===== config.mk =====
export PLATFORM = sky130hd
export DESIGN_NAME = script_lexer_tokenizer
export DESIGN_NICKNAME = d
export VERILOG_FILES = /design/src/design/slt_pkg.sv /design/src/design/slt_front.sv /design/src/design/slt_queue.sv /design/src/design/slt_back.sv /design/src/design/script_lexer_tokenizer.sv
export VERILOG_INCLUDE_DIRS = /design/src /design/src/design
export SDC_FILE = /design/constraint.sdc
export NUM_CORES = 2
export LEC_CHECK = 0
export BUFFER_PORTS_ARGS = -buffer_cell sky130_fd_sc_hd__buf_2
export CORE_UTILIZATION = 60
export DETAILED_ROUTE_END_ITERATION = 8
export PLACE_DENSITY = 0.78
export SYNTH_ARGS = -nofsm -noshare
export SYNTH_HDL_FRONTEND = slang
export SYNTH_SLANG_ARGS = --single-unit
export TNS_END_PERCENT = 50

===== constraint.sdc =====
create_clock -name clk_i -period 12.25 [get_ports clk_i]
set_clock_uncertainty 0.2 [all_clocks]
set_input_delay 0 -clock clk_i [delete_from_list [all_inputs] [get_ports clk_i]]
set_output_delay 0 -clock clk_i [all_outputs]
set_load 0.02 [all_outputs]

===== src/design/script_lexer_tokenizer_assert.svh =====
// assertion macros for the script lexer
`ifndef SCRIPT_LEXER_TOKENIZER_ASSERT_SVH
`define SCRIPT_LEXER_TOKENIZER_ASSERT_SVH

// property checked at every clock edge outside reset
`define SLT_ASSERT(label, prop, msg) \
  label: assert property (@(posedge clk_i) disable iff (!rst_ni) (prop)) else $error(msg);

// condition followed by a consequence in the next cycle
`define SLT_ASSERT_NEXT(label, cond, cons, msg) \
  label: assert property (@(posedge clk_i) disable iff (!rst_ni) (cond) |=> (cons)) \
    else $error(msg);

`endif


===== src/design/slt_pkg.sv =====
// shared types, constants and keyword lookup for the script lexer
package slt_pkg;

  localparam int OFFSET_W = 32;
  localparam int LINE_W   = 24;
  localparam int LENGTH_W = 16;
  localparam int KIND_W   = 6;

  localparam int QDEPTH = 8;
  localparam int QPTR_W = $clog2(QDEPTH);
  localparam int QCNT_W = $clog2(QDEPTH + 1);

  localparam logic [LENGTH_W-1:0] LEN_MAX  = {LENGTH_W{1'b1}};
  localparam logic [LINE_W-1:0]   LINE_MAX = {LINE_W{1'b1}};

  localparam logic [KIND_W-1:0] K_LPAREN   = 6'd0;
  localparam logic [KIND_W-1:0] K_RPAREN   = 6'd1;
  localparam logic [KIND_W-1:0] K_LBRACE   = 6'd2;
  localparam logic [KIND_W-1:0] K_RBRACE   = 6'd3;
  localparam logic [KIND_W-1:0] K_SEMI     = 6'd4;
  localparam logic [KIND_W-1:0] K_COMMA    = 6'd5;
  localparam logic [KIND_W-1:0] K_DOT      = 6'd6;
  localparam logic [KIND_W-1:0] K_MINUS    = 6'd7;
  localparam logic [KIND_W-1:0] K_MINUS2   = 6'd8;
  localparam logic [KIND_W-1:0] K_PLUS     = 6'd9;
  localparam logic [KIND_W-1:0] K_PLUS2    = 6'd10;
  localparam logic [KIND_W-1:0] K_SLASH    = 6'd11;
  localparam logic [KIND_W-1:0] K_PERCENT  = 6'd12;
  localparam logic [KIND_W-1:0] K_STAR     = 6'd13;
  localparam logic [KIND_W-1:0] K_STAR2    = 6'd14;
  localparam logic [KIND_W-1:0] K_BANG     = 6'd15;
  localparam logic [KIND_W-1:0] K_BANG_EQ  = 6'd16;
  localparam logic [KIND_W-1:0] K_EQ       = 6'd17;
  localparam logic [KIND_W-1:0] K_EQ_EQ    = 6'd18;
  localparam logic [KIND_W-1:0] K_GT       = 6'd19;
  localparam logic [KIND_W-1:0] K_GT_EQ    = 6'd20;
  localparam logic [KIND_W-1:0] K_LT       = 6'd21;
  localparam logic [KIND_W-1:0] K_LT_EQ    = 6'd22;
  localparam logic [KIND_W-1:0] K_IDENT    = 6'd23;
  localparam logic [KIND_W-1:0] K_STRING   = 6'd24;
  localparam logic [KIND_W-1:0] K_NUMBER   = 6'd25;
  localparam logic [KIND_W-1:0] K_AND      = 6'd26;
  localparam logic [KIND_W-1:0] K_CLASS    = 6'd27;
  localparam logic [KIND_W-1:0] K_ELSE     = 6'd28;
  localparam logic [KIND_W-1:0] K_FALSE    = 6'd29;
  localparam logic [KIND_W-1:0] K_FOR      = 6'd30;
  localparam logic [KIND_W-1:0] K_FUN      = 6'd31;
  localparam logic [KIND_W-1:0] K_IF       = 6'd32;
  localparam logic [KIND_W-1:0] K_NIL      = 6'd33;
  localparam logic [KIND_W-1:0] K_OR       = 6'd34;
  localparam logic [KIND_W-1:0] K_PRINT    = 6'd35;
  localparam logic [KIND_W-1:0] K_RETURN   = 6'd36;
  localparam logic [KIND_W-1:0] K_SELF     = 6'd37;
  localparam logic [KIND_W-1:0] K_SUPER    = 6'd38;
  localparam logic [KIND_W-1:0] K_TRUE     = 6'd39;
  localparam logic [KIND_W-1:0] K_VAR      = 6'd40;
  localparam logic [KIND_W-1:0] K_WHILE    = 6'd41;
  localparam logic [KIND_W-1:0] K_ERR_STR  = 6'd42;
  localparam logic [KIND_W-1:0] K_ERR_CHAR = 6'd43;
  localparam logic [KIND_W-1:0] K_EOF      = 6'd44;

  typedef struct packed {
    logic [KIND_W-1:0]   kind;
    logic [OFFSET_W-1:0] start;
    logic [LENGTH_W-1:0] len;
    logic [LINE_W-1:0]   line;
    logic                last;
  } tok_t;

  typedef struct packed {
    logic [1:0]     n;
    tok_t [2:0]     tok;
  } push_t;

  // first source byte sits in the low byte of the prefix
  function automatic logic kw_hit(input logic [47:0] pfx, input logic [LENGTH_W-1:0] len,
                                  input logic [47:0] word, input int n);
    logic hit;
    hit = (len == LENGTH_W'(n));
    for (int j = 0; j < 6; j++) begin
      if (j < n && pfx[8*j +: 8] != word[8*(n-1-j) +: 8]) hit = 1'b0;
    end
    return hit;
  endfunction

  function automatic logic [KIND_W-1:0] ident_kind(input logic [47:0] pfx,
                                                   input logic [LENGTH_W-1:0] len);
    logic [KIND_W-1:0] k;
    k = K_IDENT;
    if (kw_hit(pfx, len, 48'("and"), 3))    k = K_AND;
    if (kw_hit(pfx, len, 48'("class"), 5))  k = K_CLASS;
    if (kw_hit(pfx, len, 48'("else"), 4))   k = K_ELSE;
    if (kw_hit(pfx, len, 48'("false"), 5))  k = K_FALSE;
    if (kw_hit(pfx, len, 48'("for"), 3))    k = K_FOR;
    if (kw_hit(pfx, len, 48'("fun"), 3))    k = K_FUN;
    if (kw_hit(pfx, len, 48'("if"), 2))     k = K_IF;
    if (kw_hit(pfx, len, 48'("nil"), 3))    k = K_NIL;
    if (kw_hit(pfx, len, 48'("or"), 2))     k = K_OR;
    if (kw_hit(pfx, len, 48'("print"), 5))  k = K_PRINT;
    if (kw_hit(pfx, len, 48'("return"), 6)) k = K_RETURN;
    if (kw_hit(pfx, len, 48'("self"), 4))   k = K_SELF;
    if (kw_hit(pfx, len, 48'("super"), 5))  k = K_SUPER;
    if (kw_hit(pfx, len, 48'("true"), 4))   k = K_TRUE;
    if (kw_hit(pfx, len, 48'("var"), 3))    k = K_VAR;
    if (kw_hit(pfx, len, 48'("while"), 5))  k = K_WHILE;
    return k;
  endfunction

endpackage


===== src/design/slt_front.sv =====
// scanner front: takes source bytes and produces up to three tokens per byte
module slt_front (
  input  logic          clk_i,
  input  logic          rst_ni,
  input  logic          in_valid_i,
  output logic          in_ready_o,
  input  logic [7:0]    source_byte_i,
  input  logic          end_of_source_i,
  input  logic          space_ok_i,
  output slt_pkg::push_t push_o
);
  import slt_pkg::*;

  typedef enum logic [8:0] {
    PH_IDLE    = 9'b000000001,
    PH_SLASH   = 9'b000000010,
    PH_COMMENT = 9'b000000100,
    PH_OP      = 9'b000001000,
    PH_INT     = 9'b000010000,
    PH_DOT     = 9'b000100000,
    PH_FRAC    = 9'b001000000,
    PH_IDENT   = 9'b010000000,
    PH_STRING  = 9'b100000000
  } phase_e;

  phase_e              ph_q, ph_d;
  logic [OFFSET_W-1:0] tb_q, tb_d, pos_q, pos_d;
  logic [LINE_W-1:0]   line_q, line_d;
  logic [LENGTH_W-1:0] len_q, len_d;
  logic [47:0]         pfx_q, pfx_d;
  logic [7:0]          held_q, held_d;

  logic       acc, restart, fl;
  logic [2:0] v;
  tok_t [2:0] a;
  logic [7:0] c;
  logic [7:0] op_second;
  logic [KIND_W-1:0] op_single, op_dbl;
  logic [1:0] idx;
  tok_t [2:0] e;

  function automatic logic is_digit(input logic [7:0] b);
    return b >= "0" && b <= "9";
  endfunction

  function automatic logic is_alpha(input logic [7:0] b);
    return (b >= "a" && b <= "z") || (b >= "A" && b <= "Z") || b == "_";
  endfunction

  function automatic logic [LENGTH_W-1:0] sat_add(input logic [LENGTH_W-1:0] l,
                                                 input logic [1:0] inc);
    logic [LENGTH_W:0] s;
    s = {1'b0, l} + {{(LENGTH_W-1){1'b0}}, inc};
    return s[LENGTH_W] ? LEN_MAX : s[LENGTH_W-1:0];
  endfunction

  function automatic tok_t mk(input logic [KIND_W-1:0] k, input logic [OFFSET_W-1:0] s,
                              input logic [LENGTH_W-1:0] l, input logic [LINE_W-1:0] ln);
    tok_t t;
    t.kind  = k;
    t.start = s;
    t.len   = l;
    t.line  = ln;
    t.last  = 1'b0;
    return t;
  endfunction

  assign in_ready_o = space_ok_i;
  assign acc = in_valid_i && in_ready_o;
  assign c   = source_byte_i;

  always_comb begin
    op_second = "=";
    op_single = K_LT;
    op_dbl    = K_LT_EQ;
    case (held_q)
      "-": begin op_second = "-"; op_single = K_MINUS; op_dbl = K_MINUS2; end
      "+": begin op_second = "+"; op_single = K_PLUS;  op_dbl = K_PLUS2;  end
      "*": begin op_second = "*"; op_single = K_STAR;  op_dbl = K_STAR2;  end
      "!": begin op_single = K_BANG; op_dbl = K_BANG_EQ; end
      "=": begin op_single = K_EQ;   op_dbl = K_EQ_EQ;   end
      ">": begin op_single = K_GT;   op_dbl = K_GT_EQ;   end
      default: ;
    endcase
  end

  always_comb begin
    ph_d = ph_q; tb_d = tb_q; pos_d = pos_q; line_d = line_q;
    len_d = len_q; pfx_d = pfx_q; held_d = held_q;
    v = '0;
    a = '0;
    restart = 1'b0;
    fl = 1'b0;
    if (acc) begin
      pos_d = pos_q + 1'b1;
      if (end_of_source_i) begin
        fl = (ph_q != PH_COMMENT);
      end else begin
        case (ph_q)
          PH_IDLE: restart = 1'b1;
          PH_SLASH: begin
            if (c == "/") ph_d = PH_COMMENT;
            else begin fl = 1'b1; restart = 1'b1; end
          end
          PH_COMMENT: begin
            if (c == "\n") begin
              if (line_q != LINE_MAX) line_d = line_q + 1'b1;
              ph_d = PH_IDLE;
            end
          end
          PH_OP: begin
            if (c == op_second) begin
              v[2] = 1'b1;
              a[2] = mk(op_dbl, tb_q, LENGTH_W'(2), line_q);
              ph_d = PH_IDLE;
            end else begin fl = 1'b1; restart = 1'b1; end
          end
          PH_INT: begin
            if (is_digit(c)) len_d = sat_add(len_q, 2'd1);
            else if (c == ".") ph_d = PH_DOT;
            else begin fl = 1'b1; restart = 1'b1; end
          end
          PH_DOT: begin
            if (is_digit(c)) begin
              len_d = sat_add(len_q, 2'd2);
              ph_d = PH_FRAC;
            end else begin fl = 1'b1; restart = 1'b1; end
          end
          PH_FRAC: begin
            if (is_digit(c)) len_d = sat_add(len_q, 2'd1);
            else begin fl = 1'b1; restart = 1'b1; end
          end
          PH_IDENT: begin
            if (is_alpha(c) || is_digit(c)) begin
              // only the first six bytes matter for keywords
              for (int j = 0; j < 6; j++) begin
                if (len_q == LENGTH_W'(j)) pfx_d[8*j +: 8] = c;
              end
              len_d = sat_add(len_q, 2'd1);
            end else begin fl = 1'b1; restart = 1'b1; end
          end
          PH_STRING: begin
            len_d = sat_add(len_q, 2'd1);
            if (c == "\n" && line_q != LINE_MAX) line_d = line_q + 1'b1;
            if (c == "\"") begin
              v[2] = 1'b1;
              a[2] = mk(K_STRING, tb_q, len_d, line_q);
              ph_d = PH_IDLE;
            end
          end
          default: ;
        endcase
      end

      if (fl) begin
        ph_d = PH_IDLE;
        case (ph_q)
          PH_SLASH: begin v[0] = 1'b1; a[0] = mk(K_SLASH, tb_q, LENGTH_W'(1), line_q); end
          PH_OP:    begin v[0] = 1'b1; a[0] = mk(op_single, tb_q, LENGTH_W'(1), line_q); end
          PH_INT, PH_FRAC: begin
            v[0] = 1'b1; a[0] = mk(K_NUMBER, tb_q, len_q, line_q);
          end
          PH_DOT: begin
            v[0] = 1'b1; a[0] = mk(K_NUMBER, tb_q, len_q, line_q);
            v[1] = 1'b1; a[1] = mk(K_DOT, pos_q - 1'b1, LENGTH_W'(1), line_q);
          end
          PH_IDENT: begin
            v[0] = 1'b1; a[0] = mk(ident_kind(pfx_q, len_q), tb_q, len_q, line_q);
          end
          PH_STRING: begin v[0] = 1'b1; a[0] = mk(K_ERR_STR, tb_q, len_q, line_q); end
          default: ;
        endcase
      end

      if (restart) begin
        ph_d = PH_IDLE;
        if (c == " " || c == "\r" || c == "\t") begin
        end else if (c == "\n") begin
          if (line_q != LINE_MAX) line_d = line_q + 1'b1;
        end else if (is_digit(c)) begin
          ph_d = PH_INT; tb_d = pos_q; len_d = LENGTH_W'(1);
        end else if (is_alpha(c)) begin
          ph_d = PH_IDENT; tb_d = pos_q; len_d = LENGTH_W'(1); pfx_d = {40'd0, c};
        end else begin
          v[2] = 1'b1;
          a[2] = mk(K_ERR_CHAR, pos_q, LENGTH_W'(1), line_q);
          case (c)
            "(": a[2].kind = K_LPAREN;
            ")": a[2].kind = K_RPAREN;
            "{": a[2].kind = K_LBRACE;
            "}": a[2].kind = K_RBRACE;
            ";": a[2].kind = K_SEMI;
            ",": a[2].kind = K_COMMA;
            ".": a[2].kind = K_DOT;
            "%": a[2].kind = K_PERCENT;
            "/": begin v[2] = 1'b0; ph_d = PH_SLASH; tb_d = pos_q; end
            "-", "+", "*", "!", "=", ">", "<": begin
              v[2] = 1'b0; ph_d = PH_OP; held_d = c; tb_d = pos_q;
            end
            "\"": begin v[2] = 1'b0; ph_d = PH_STRING; tb_d = pos_q; len_d = LENGTH_W'(1); end
            default: ;
          endcase
        end
      end

      if (end_of_source_i) begin
        v[2] = 1'b1;
        a[2] = mk(K_EOF, pos_q, '0, line_q);
        ph_d = PH_IDLE; tb_d = '0; pos_d = '0; line_d = LINE_W'(1);
        len_d = '0; pfx_d = '0; held_d = '0;
      end
    end
  end

  // pack the tokens into the low slots, mark the final one
  always_comb begin
    e = '0;
    idx = 2'd0;
    for (int k = 0; k < 3; k++) begin
      if (v[k]) begin
        e[idx] = a[k];
        idx = idx + 2'd1;
      end
    end
    if (idx != 2'd0) e[idx - 2'd1].last = 1'b1;
    push_o.n   = idx;
    push_o.tok = e;
  end

  always_ff @(posedge clk_i or negedge rst_ni) begin
    if (!rst_ni) begin
      ph_q   <= PH_IDLE;
      tb_q   <= '0;
      pos_q  <= '0;
      line_q <= LINE_W'(1);
      len_q  <= '0;
      pfx_q  <= '0;
      held_q <= '0;
    end else begin
      ph_q   <= ph_d;
      tb_q   <= tb_d;
      pos_q  <= pos_d;
      line_q <= line_d;
      len_q  <= len_d;
      pfx_q  <= pfx_d;
      held_q <= held_d;
    end
  end

endmodule


===== src/design/slt_queue.sv =====
// token queue: up to three pushes and one pop per cycle
module slt_queue (
  input  logic                   clk_i,
  input  logic                   rst_ni,
  input  slt_pkg::push_t         push_i,
  output logic                   space_ok_o,
  input  logic                   pop_i,
  output logic                   nonempty_o,
  output slt_pkg::tok_t          head_o,
  output logic [slt_pkg::QCNT_W-1:0] count_o
);
  import slt_pkg::*;

  tok_t              mem_q [QDEPTH];
  logic [QPTR_W-1:0] wr_q, rd_q;
  logic [QCNT_W-1:0] cnt_q;
  logic              pop;

  assign nonempty_o = (cnt_q != '0);
  assign pop        = pop_i && nonempty_o;
  assign space_ok_o = (cnt_q <= QCNT_W'(QDEPTH - 3));
  assign head_o     = mem_q[rd_q];
  assign count_o    = cnt_q;

  always_ff @(posedge clk_i) begin
    for (int k = 0; k < 3; k++) begin
      if (2'(k) < push_i.n) mem_q[wr_q + QPTR_W'(k)] <= push_i.tok[k];
    end
  end

  always_ff @(posedge clk_i or negedge rst_ni) begin
    if (!rst_ni) begin
      wr_q  <= '0;
      rd_q  <= '0;
      cnt_q <= '0;
    end else begin
      wr_q  <= wr_q + QPTR_W'(push_i.n);
      if (pop) rd_q <= rd_q + 1'b1;
      cnt_q <= cnt_q + QCNT_W'(push_i.n) - QCNT_W'(pop);
    end
  end

endmodule


===== src/design/slt_back.sv =====
// output stage: moves tokens from the queue into the result register
module slt_back (
  input  logic          clk_i,
  input  logic          rst_ni,
  input  logic          nonempty_i,
  input  slt_pkg::tok_t head_i,
  output logic          pop_o,
  output logic          out_valid_o,
  input  logic          out_ready_i,
  output slt_pkg::tok_t out_o
);
  import slt_pkg::*;

  logic valid_q;
  tok_t tok_q;

  assign pop_o       = nonempty_i && (!valid_q || out_ready_i);
  assign out_valid_o = valid_q;
  assign out_o       = tok_q;

  always_ff @(posedge clk_i or negedge rst_ni) begin
    if (!rst_ni) begin
      valid_q <= 1'b0;
    end else if (!valid_q || out_ready_i) begin
      valid_q <= nonempty_i;
    end
  end

  always_ff @(posedge clk_i) begin
    if (pop_o) tok_q <= head_i;
  end

endmodule


===== src/design/script_lexer_tokenizer.sv =====
// a completed token is written into the token queue, then moved into the result register
// throughput: one byte per cycle; each byte may queue up to three tokens
// output drains one token per cycle while out_ready_i is high; input stalls
// only while the eight-entry token queue lacks room for three more
// reset is asynchronous active low and clears scanner state and queue
`include "script_lexer_tokenizer_assert.svh"
module script_lexer_tokenizer (
  input  logic        clk_i,
  input  logic        rst_ni,
  input  logic        in_valid_i,
  output logic        in_ready_o,
  input  logic [7:0]  source_byte_i,
  input  logic        end_of_source_i,
  output logic        out_valid_o,
  input  logic        out_ready_i,
  output logic [5:0]  token_kind_o,
  output logic [31:0] start_offset_o,
  output logic [15:0] token_length_o,
  output logic [23:0] line_number_o,
  output logic        last_of_run_o
);
  import slt_pkg::*;

  push_t             push;
  logic              space_ok, pop, nonempty;
  tok_t              head, tok;
  logic [QCNT_W-1:0] count;

  slt_front u_front (
    .clk_i, .rst_ni, .in_valid_i, .in_ready_o, .source_byte_i, .end_of_source_i,
    .space_ok_i(space_ok), .push_o(push)
  );

  slt_queue u_queue (
    .clk_i, .rst_ni, .push_i(push), .space_ok_o(space_ok), .pop_i(pop),
    .nonempty_o(nonempty), .head_o(head), .count_o(count)
  );

  slt_back u_back (
    .clk_i, .rst_ni, .nonempty_i(nonempty), .head_i(head), .pop_o(pop),
    .out_valid_o, .out_ready_i, .out_o(tok)
  );

  assign token_kind_o   = tok.kind;
  assign start_offset_o = tok.start;
  assign token_length_o = tok.len;
  assign line_number_o  = tok.line;
  assign last_of_run_o  = tok.last;

  `SLT_ASSERT(a_queue_bound, count <= QCNT_W'(QDEPTH), "token queue overflow")
  `SLT_ASSERT(a_no_push_idle, (push.n == 2'd0) || (in_valid_i && in_ready_o),
              "tokens queued without a transfer")
  `SLT_ASSERT(a_eos_emits, !(in_valid_i && in_ready_o && end_of_source_i) || push.n != 2'd0,
              "end of source queued no token")
  `SLT_ASSERT_NEXT(a_pop_fills, pop, out_valid_o, "popped token not presented")

endmodule

==> tab_implementation.tex <==
\begin{tabular}{lr}
\hline
Metric & Value \\
\hline
\multicolumn{2}{l}{\textbf{Placement}} \\
\quad Placed wire-length estimate & 103000 µm \\
\quad Routability Congestion & about 1.0 \\
\quad Total instance count after detailed placement & $\sim$5.4k \\
\quad Count of input and output buffers & 93 \\
\multicolumn{2}{l}{\textbf{Detailed routing}} \\
\quad Number of remaining DRC errors & 0 \\
\quad DR vias & 42.23k \\
\quad 1st-pass router iterations & 8 \\
\quad Vias per cell & roughly 7.6 \\
\quad Post-detailed-route wirelength per cell & 30.79 µm \\
\quad Post-detailed-route count of antenna-violating nets & 0 \\
\quad 1st-iter DRT viols & approximately 7k \\
\quad Total wire length & 171700 µm \\
\multicolumn{2}{l}{\textbf{Worst setup path}} \\
\quad Required time reported for the critical path endpoint & 12510 ps \\
\quad Worst path max stage delay & 1230 ps \\
\quad Largest delay contributor family on the critical path & compound AO/OA/AOI/OAI gates \\
\quad CP max-delay cell & fa\_1 \\
\quad Cell Chain, Critical Path & or3b\_4, or4\_1, o221a\_2, o31ai\_4, a21o\_1, buf\_4, clkinv\_1, fa\_1, nand2\_1, or3\_1, a211oi\_4, buf\_4, nand2\_1, a21boi\_0 \\
\quad Combined buffer and inverter count along the critical path & 3 \\
\quad Type of destination of the critical path & flop \\
\quad Category of the critical setup timing path & flop to flop \\
\quad Max FO, Critical Path & 32 \\
\quad FF-to-FF path depth & 14 \\
\quad Worst reg2reg path startpoint & u\_front.held\_q[7] \\
\quad Reg-to-reg slack, setup & roughly 4000 ps \\
\quad Arrival time of the worst setup path & approximately 8500 ps \\
\quad Startpoint class of the critical path & flop \\
\quad Worst flop-to-flop path endpoint & u\_queue.mem\_q[0][22] \\
\quad WP depth & 14 \\
\multicolumn{2}{l}{\textbf{Synthesis}} \\
\quad Share of the synthesized area in the top cell type & 0.4188 \\
\quad Synth area leader & edfxtp\_1 \\
\quad Netlist area before placement & 50980 µm² \\
\quad Count of flip-flops with a built-in enable after synthesis & a little over 700 \\
\quad Net count of the mapped netlist & 4570 \\
\quad Combinational family with the most area after synthesis & compound AO/OA/AOI/OAI gates \\
\quad Share of the synthesized area in compound gates (AO/OA/AOI/OAI) & 0.2020 \\
\quad Post-synth ARST share & 0.2020 \\
\quad Fraction of the mapped netlist area in adder cells & 0.006774 \\
\quad Top\_reg\_cell synth & edfxtp\_1 \\
\quad Number of distinct library cells after synthesis & 112 \\
\quad Area share of and/or/nand/nor cells after synthesis & 0.1257 \\
\quad Total of warnings raised by yosys & 0 \\
\quad Synthesized netlist cell count & 4532 \\
\quad Flops \& latches, synth & 891 \\
\quad Cells taking the most area after synthesis & edfxtp\_1 42\%, dfrtp\_1 8.7\%, mux4\_2 7.0\% \\
\quad Share of synthesized area occupied by flip-flops and latches & 0.5072 \\
\quad Average instance area after synthesis & 11.25 µm² \\
\quad Xor and xnor area share after synthesis & 0.01323 \\
\quad Multiplexer share of the synthesized area & 0.1021 \\
\multicolumn{2}{l}{\textbf{Global route}} \\
\quad Initial antenna violation count & 9 \\
\quad Pin count of the biggest net entering global routing & between 80 and 90 \\
\quad Total routing resource utilization after global routing & 0.3931 \\
\quad Via count of the first global-routing pass & 39.89k \\
\quad Final global-route overflow total & 0 \\
\quad First-pass GRT wire length & 252000 µm \\
\multicolumn{2}{l}{\textbf{Timing}} \\
\quad Final Cycle Share & 0.6731 \\
\quad Final hold violation count & 0 \\
\quad Actual transition at the worst max-transition pin & 1242 ps \\
\quad Worst slew margin & 0.1697 \\
\quad Fmax & 121.3 MHz \\
\quad Final max-slew violation count & 0 \\
\quad TNS Setup & 0 ps \\
\quad Time the worst path needs with I/O delays and setup & around 8200 ps \\
\quad Setup repair after global routing missed its margin & false \\
\quad \# setup viols final & 0 \\
\multicolumn{2}{l}{\textbf{Run status}} \\
\quad Result of the run & completed \\
\multicolumn{2}{l}{\textbf{CTS}} \\
\quad Clock latency at the later pin of the worst-skew pair & 690 ps \\
\quad TritonCTS clock tree & built \\
\quad Clock-pin transition on the worst setup and hold timing paths & 60 ps \\
\quad Bufs on Longest Clock Path & 3 \\
\quad TritonCTS Sinks & 891 \\
\quad CTS root buf & clkbuf\_16 \\
\quad CTS H-Tree Depth & 3 \\
\quad CTS buffer count & 93 \\
\multicolumn{2}{l}{\textbf{Cells and area}} \\
\quad Number of cells in the finished layout apart from fillers & 5578 \\
\quad Number of nets in the layout & 4403 \\
\quad Share of cells above drive strength 1 & 0.1691 \\
\quad Filler cell count & between 6k and 7k \\
\quad Area Growth Syn to Fin & 7.989\% \\
\multicolumn{2}{l}{\textbf{Die}} \\
\quad Core footprint & 83820 µm² \\
\quad Chip Height & 293.5 µm \\
\quad Die Footprint & 86130 µm² \\
\quad Row count & between 100 and 150 \\
\quad Starting Density & 0.6082 \\
\quad Number of ports placed on the die boundary & 94 \\
\quad DIE WIDTH & between 200 and 300 µm \\
\multicolumn{2}{l}{\textbf{Power and ir drop}} \\
\quad Power density normalized to cell area & 192.8 nW/µm² \\
\quad Max VDD drop & 0.1584 mV \\
\quad Clock Power Share & 0.266 \\
\quad Internal power & 6.819 mW \\
\quad Sw Ratio & 0.3576 \\
\quad Reg power frac & 0.408 \\
\quad Leakage & 19.15 nW \\
\quad Combinational share of power & 0.326 \\
\quad Net switching component of the power & between 3 and 4 mW \\
\multicolumn{2}{l}{\textbf{Worst hold path}} \\
\quad Number of instances on the worst hold path & 3 \\
\quad Worst Min Path Start & source\_byte\_i[5] \\
\quad End of the worst hold path & u\_front.pfx\_q[21] \\
\quad Kind of path behind the tightest hold check & input pin to flop \\
\multicolumn{2}{l}{\textbf{Flow run}} \\
\quad Max-cap violations & 0 \\
\hline
\end{tabular}
[registers in the layout (all words and copies together), names as in the netlist]
signal / count
u_back.out_o: 79
u_back.out_valid_o: 1
u_front.held_q: 8
u_front.len_q: 16
u_front.line_q: 24
u_front.pfx_q: 48
u_front.ph_q: 9
u_front.pos_q: 32
u_front.tb_q: 32
u_queue.count_o: 4
u_queue.mem_q: 632
u_queue.rd_q: 3
u_queue.wr_q: 3
[synthesized netlist by cell type (35+ instances only)]
library cell  instances
a211oi_1            189
a21boi_0            182
a21oi_1             102
a221oi_1             58
a22o_1               56
a22oi_1              38
and3_1               52
buf_1                82
buf_2                70
clkbuf_1            277
dfrtp_1             178
edfxtp_1            711
inv_1                38
mux2_2               89
mux2i_1              56
mux4_2              158
nand2_1             440
nand3_1             128
nor2_1              259
nor3_1              140
o21ai_0             262
o22ai_1             151
o31ai_1             159
xnor2_1              35
xor2_1               42
[cell usage in the layout (no fill, tap or decap), drive strengths merged, types with 32 or more instances in the layout]
| cell type | instances |
|---|---|
| clkinv | 44 |
| dfrtp | 178 |
| nor4 | 34 |
| inv | 43 |
| nor2 | 265 |
| nand4 | 32 |
| a21boi | 194 |
| o22ai | 151 |
| mux4 | 158 |
| buf | 191 |
| mux2 | 89 |
| o31ai | 160 |
| a22oi | 45 |
| xnor2 | 35 |
| mux2i | 62 |
| a21oi | 108 |
| a211oi | 195 |
| o21ai | 282 |
| xor2 | 42 |
| nor3 | 156 |
| and3 | 52 |
| edfxtp | 711 |
| nand2 | 441 |
| a22o | 56 |
| a221oi | 65 |
| clkbuf | 112 |
| nand3 | 128 |
[power groups by stage]
| stage | Sequential [mW] | Combinational [mW] | Clock, mW |
|---|---|---|---|
| 3_3_place_gp | 4.35 | 3.32 | 0 |
| 5_1_grt | 4.37 | 3.59 | 2.94 |
| 4_1_cts | 4.31 | 3.38 | 2.82 |
| 6_report | 4.33 | 3.47 | 2.82 |
| 2_1_floorplan | 4.40 | 2.16 | 0 |
| 3_5_place_dp | 4.37 | 3.36 | 0 |
[kinds of logic after synthesis]
group,after synthesis
mux,309
xor+xnor,77
simple gates,1294
fa+ha+maj,26
buf+inv,510
compound gates,1425
flops,891
[worst register-to-register path, cell delays in order, from the launching register on]
cell and delay [ps]:
dfrtp_1 400, or3b_4 420, or4_1 500, o221a_2 310
o31ai_4 550, a21o_1 200, buf_4 450, clkinv_1 690
fa_1 1230, nand2_1 130, or3_1 400, a211oi_4 730
buf_4 490, nand2_1 820, a21boi_0 510
[how the worst max path moves through the flow]
| stage | start | to |
|---|---|---|
| after floorplan | u_front.held_q[7] | u_queue.mem_q[2][0] |
| after global placement | u_front.held_q[7] | u_queue.mem_q[2][65] |
| after detailed placement | u_front.held_q[7] | u_queue.mem_q[2][54] |
| after CTS | u_front.held_q[7] | u_queue.mem_q[2][70] |
| after global routing | u_front.held_q[7] | u_queue.mem_q[0][3] |
| final | u_front.held_q[7] | u_queue.mem_q[0][22] |
[metrics by stage]
stage / cell area (µm²) / utilization / hold WS (ps) / setup WS, ps / total power [mW]
after global routing: 55050 / 0.6567 / 124.1 / 3803 / 10.90
after global placement: 51870 / 0.6189 / -167.0 / 4316 / 7.666
final: 55050 / 0.6568 / 106.7 / 4005 / 10.62
after CTS: 55040 / 0.6566 / 77.08 / 4203 / 10.52
after floorplan: 50980 / - / -495.6 / 1504 / 6.564
after detailed placement: 51870 / 0.6189 / -165.3 / 4216 / 7.728
[repair_timing]
action / 4_1_cts / 5_1_grt
hold endpoints to repair: 229 / 0
buffers inserted: 0 / 0
resized for setup: 0 / 0
hold buffers: 16 / 0
[layer usage]
layer  GRT usage  up-vias  part of all wire
met5    0.003403        -           0.00022
met1      0.5303    20249              0.35
met2      0.5773     3789              0.43
met3      0.1273      779              0.16
li1            -    17406                 -
met4      0.1845        2             0.054
[area by class of cell]
cell class | count | area [µm²] | share of cell area
antenna | 2 | 5.005 | 0.00009091
clock buffer | 110 | 2475 | 0.04496
clock inverter | 62 | 514.2 | 0.009341
inverter | 40 | 150.1 | 0.002727
multi-input combinational | 3131 | 23230 | 0.4219
sequential | 891 | 25870 | 0.4699
tap | 1134 | 1419 | 0.02577
timing repair buffer | 208 | 1393 | 0.02530
No activity file was read; power rests on OpenSTA's default activity.
